## src/lrpf_pkg.sv

```systemverilog
// Shared constants, operation codes, sequencer states and the walk descriptor of the frame store.
package lrpf_pkg;

	localparam int COLUMNS   = 128;
	localparam int COL_W     = 7;
	localparam int PAGES_DEF = 8;
	localparam int COORD_W   = 8;
	localparam int DIFF_W    = COORD_W + 1;
	localparam int ERR_W     = 12;
	localparam int IDX_W     = 10;
	localparam int BYTE_W    = 8;

	typedef enum logic [1:0] {
		OP_CLEAR = 2'd0,
		OP_SET   = 2'd1,
		OP_LINE  = 2'd2,
		OP_READ  = 2'd3
	} lrpf_op_t;

	typedef enum logic [5:0] {
		S_IDLE  = 6'b000001,
		S_CLEAR = 6'b000010,
		S_PIX   = 6'b000100,
		S_RMW   = 6'b001000,
		S_READ  = 6'b010000,
		S_DONE  = 6'b100000
	} lrpf_state_t;

	// Constant description of one line walk, fixed when the item is accepted.
	typedef struct packed {
		logic               steep;
		logic               x_dec;
		logic               y_dec;
		logic [DIFF_W-1:0]  dx2;
		logic [DIFF_W-1:0]  dy2;
		logic [COORD_W-1:0] x_end;
		logic [COORD_W-1:0] y_end;
	} lrpf_walk_t;

endpackage

```

## src/lrpf_step.sv

```systemverilog
// Bresenham step unit: advances one coordinate pair and the error term.
module lrpf_step (
	input  lrpf_pkg::lrpf_walk_t                   walk,
	input  logic [lrpf_pkg::COORD_W-1:0]           x_cur,
	input  logic [lrpf_pkg::COORD_W-1:0]           y_cur,
	input  logic signed [lrpf_pkg::ERR_W-1:0]      err_cur,
	output logic [lrpf_pkg::COORD_W-1:0]           x_nxt,
	output logic [lrpf_pkg::COORD_W-1:0]           y_nxt,
	output logic signed [lrpf_pkg::ERR_W-1:0]      err_nxt,
	output logic                                   at_end
);
	import lrpf_pkg::*;

	logic signed [ERR_W-1:0] dx2_e;
	logic signed [ERR_W-1:0] dy2_e;
	logic [COORD_W-1:0]      x_adv;
	logic [COORD_W-1:0]      y_adv;

	always_comb begin
		dx2_e = $signed({{(ERR_W-DIFF_W){1'b0}}, walk.dx2});
		dy2_e = $signed({{(ERR_W-DIFF_W){1'b0}}, walk.dy2});
		x_adv = walk.x_dec ? x_cur - COORD_W'(1) : x_cur + COORD_W'(1);
		y_adv = walk.y_dec ? y_cur - COORD_W'(1) : y_cur + COORD_W'(1);
		if (walk.steep) begin
			// The row always moves; the column moves when the error has run out.
			at_end = (y_cur == walk.y_end);
			y_nxt  = y_adv;
			if (err_cur <= 0) begin
				x_nxt   = x_adv;
				err_nxt = err_cur + dy2_e - dx2_e;
			end else begin
				x_nxt   = x_cur;
				err_nxt = err_cur - dx2_e;
			end
		end else begin
			at_end = (x_cur == walk.x_end);
			x_nxt  = x_adv;
			if (err_cur >= 0) begin
				y_nxt   = y_adv;
				err_nxt = err_cur - dx2_e + dy2_e;
			end else begin
				y_nxt   = y_cur;
				err_nxt = err_cur + dy2_e;
			end
		end
	end

endmodule

```

## config.mk

```make
export PLATFORM = sky130hd
export DESIGN_NAME = lrpf_step
export DESIGN_NICKNAME = d
export VERILOG_FILES = /design/src/lrpf_pkg.sv /design/src/lrpf_step.sv
export SDC_FILE = /design/constraint.sdc
export NUM_CORES = 1
export LEC_CHECK = 0
export BUFFER_PORTS_ARGS = -buffer_cell sky130_fd_sc_hd__buf_4
export CORE_MARGIN = 3
export CORE_UTILIZATION = 55
export DETAILED_ROUTE_END_ITERATION = 8
export PLACE_DENSITY = 0.95
export SYNTH_ARGS = -nofsm -noshare
export SYNTH_HDL_FRONTEND = slang
export SYNTH_SLANG_ARGS = --single-unit
```

## constraint.sdc

```tcl
create_clock -name vclk -period 4.65
set_input_delay 0.465 -clock vclk [all_inputs]
set_output_delay 0.465 -clock vclk [all_outputs]
set_load 0.05 [all_outputs]
```

==> reports/results.tsv <==
stage	metric	value	unit
status	status	completed	
timing	unrepaired setup endpoints after global routing	no	
clocking	cts hold-fix bufs	0	
critical_path	critical path endpoint category	primary output	
timing	setup_tns	0	ps
critical_path	Setup crit start kind	input port	
power	switching pwr	551	uW
synth	Syn. warnings	0	
cells_and_area	# diodes	0	
timing	count of final setup violators	0	
synth	Synth area leaders	ha_1 (21%), xnor2_1 (11%), nor2_1 (5.4%), a21oi_1 (5.4%), xor2_1 (4.4%)	
power	static leakage power	1.77	nW
synth	synth unique cells	56	
cells_and_area	NumNets Final	616	
flow_run	max_cap viols	0	
power	Logic pwr share	100.0	%
critical_path	WP data required	4180	ps
detailed_routing	Avg WL per Cell	16.2	um
cells_and_area	clock buffers	0	
global_route	initial antenna violation count	0	
floorplanning	IO Pins	94	
floorplanning	Core Box Area	5170	um2
synth	synthesized instance count	409	
critical_path	Crit Path Max Fanout	3	
hold_path	hold crit path type	in2out	
cells_and_area	Finished Core Util	71.9	%
clocking	number of post-CTS setup repair buffers	0	
global_route	pin count of the biggest net entering global routing	32	
synth	Synth top area share	20.7	%
detailed_routing	DRC violations left	0	
detailed_routing	DR iter-0 viols	362	
timing	final period utilization	93.1	%
synth	post-synth design cell area	2970	um2
timing	Final Slew Violations	0	
cells_and_area	multi-input logic area	2840	um2
synth	register area share after synthesis	0	%
floorplanning	number of cell rows	26	
timing	max frequency	0.231	GHz
timing	worst slew pin tran	624	ps
synth	Synth Net Count	529	
global_route	first-pass GRT wire length	14200	um
floorplanning	chip height	79.4	um
placement	detailed placer's ending HPWL	7790	um
timing	minimum clock period	4330	ps
timing	Final Hold Vio Count	0	
cells_and_area	sequential cell count	0	
global_route	M2 GR Usage	48.7	%
detailed_routing	Final Routed Wirelength	9150	um
power	P per Cell Area	245	nW/um2
cells_and_area	fillers	408	
detailed_routing	Routed Antenna Nets	0	
cells_and_area	share of cells above drive strength 1	21.9	%
power	Internal	359	uW
detailed_routing	detailed-route vias per instance	6.25	
synth	Yosys top cell by area	ha_1	
global_route	GRT overflow	0	
floorplanning	Initial Util	57.3	%
timing	Min Hold Slack	1270	ps
detailed_routing	drt first pass iters	7	
timing	relative slew slack	58.3	%
global_route	gr busiest metal	met2	
global_route	GRT Util Overall	27.2	%
power	clock share of power	0	%
cells_and_area	FF+latch area	0	um2
power	Worst VDD drop	0.107	mV
cells_and_area	Syn-to-layout area delta	25.5	%
synth	Avg Synthesized Cell Area	7.25	um2
placement	I/O Buffers	94	
global_route	vias in the first global route	3232	
clocking	CTS resizes	0	
global_route	met3 Usage GRT	1.81	%
critical_path	Crit path arrival time	3860	ps
placement	gpl congestion	0.915	
floorplanning	Horiz. Die Dim	79.4	um
detailed_routing	via count	3523	
global_route	grt met1 use	35.8	%
power	Sw Share	60.5	%
floorplanning	Die ar.	6310	um2
critical_path	Setup CP Type	in2out	
power	part of the power in registers	0	%
[through the flow]
step | area, um2 | power [mW] | setup slack, ps | std cells
after floorplan | 2970 | 0.652 | 501 | 409
after global placement | 3720 | 0.862 | 549 | 564
after detailed placement | 3720 | 0.893 | 403 | 564
after CTS | 3720 | 0.896 | 373 | 564
after global routing | 3720 | 0.974 | 158 | 564
final | 3720 | 0.910 | 320 | 564
[final timing paths]
kind | end | from | cells after the start
setup / recovery | err_nxt[11] | walk[16] | 16
hold / removal | x_nxt[7] | x_cur[7] | 3
[kinds of logic after synthesis]
family                   count (synthesis)  share of synthesized area, %
AND/OR/NAND/NOR                        122                          20.0
buffers and inverters                   31                          4.18
AO/OA/AOI/OAI                          137                          31.7
XOR/XNOR                                53                          15.7
multiplexers                            11                          3.76
adder cells (fa/ha/maj)                 55                          24.7
[cells in the final DEF (no fill, tap or decap), types with 14 or more instances in the layout]
cell type | netlist | layout
a211oi_1 | 14 | 14
a21o_1 | 15 | 15
a21oi_1 | 32 | 32
buf_4 | 1 | 95
ha_1 | 49 | 49
inv_1 | 20 | 20
nand2_1 | 20 | 20
nor2_1 | 43 | 43
o21ai_0 | 25 | 25
xnor2_1 | 38 | 38
xor2_1 | 15 | 15
[routing by layer]
| metal | vias to the layer above | share of wire, % |
|---|---|---|
| li1 | 1686 | - |
| met1 | 1622 | 42 |
| met2 | 184 | 48 |
| met3 | 31 | 7.7 |
| met4 | 0 | 2.3 |
| met5 | - | 0 |
[cell type report]
cell class,count,area share [%]
tap,70,2.35
timing repair buffer,95,19.2
inverter,21,2.12
multi-input combinational,378,76.4
[Yosys cell counts, types with 2 or more instances]
cell type / n
ha_1: 49
nor2_1: 43
xnor2_1: 38
a21oi_1: 32
o21ai_0: 25
inv_1: 20
nand2_1: 20
a21o_1: 15
xor2_1: 15
a211oi_1: 14
nor3_1: 12
o21a_1: 12
mux2i_1: 10
nand2b_1: 9
clkbuf_1: 8
nand3_1: 8
a31oi_1: 6
fa_1: 6
nor2b_1: 6
nand4_1: 4
nor4_1: 4
o211ai_1: 4
o21bai_1: 4
or3_1: 4
and2_1: 3
or2_2: 3
a211oi_2: 2
and3_1: 2
o22ai_1: 2
o31a_1: 2
o41ai_1: 2
[power groups by stage]
stage,registers (mW),clock network [mW],logic [mW]
after floorplan,0,0,0.652
after global placement,0,0,0.862
after detailed placement,0,0,0.893
after CTS,0,0,0.896
after global routing,0,0,0.974
final,0,0,0.910
[critical path: stages]
cell      delay (ps)
buf_4            120
ha_1             240
fa_1             450
a211oi_1         350
o21bai_1         130
a21oi_1          180
xnor2_1          130
ha_1             320
o21a_1           170
nor2_1            50
a31oi_1          240
a31oi_1          180
and3_1           230
a311o_1          310
nand4_1           90
buf_4            200
Note: power is estimated with default switching activity, not from simulation.
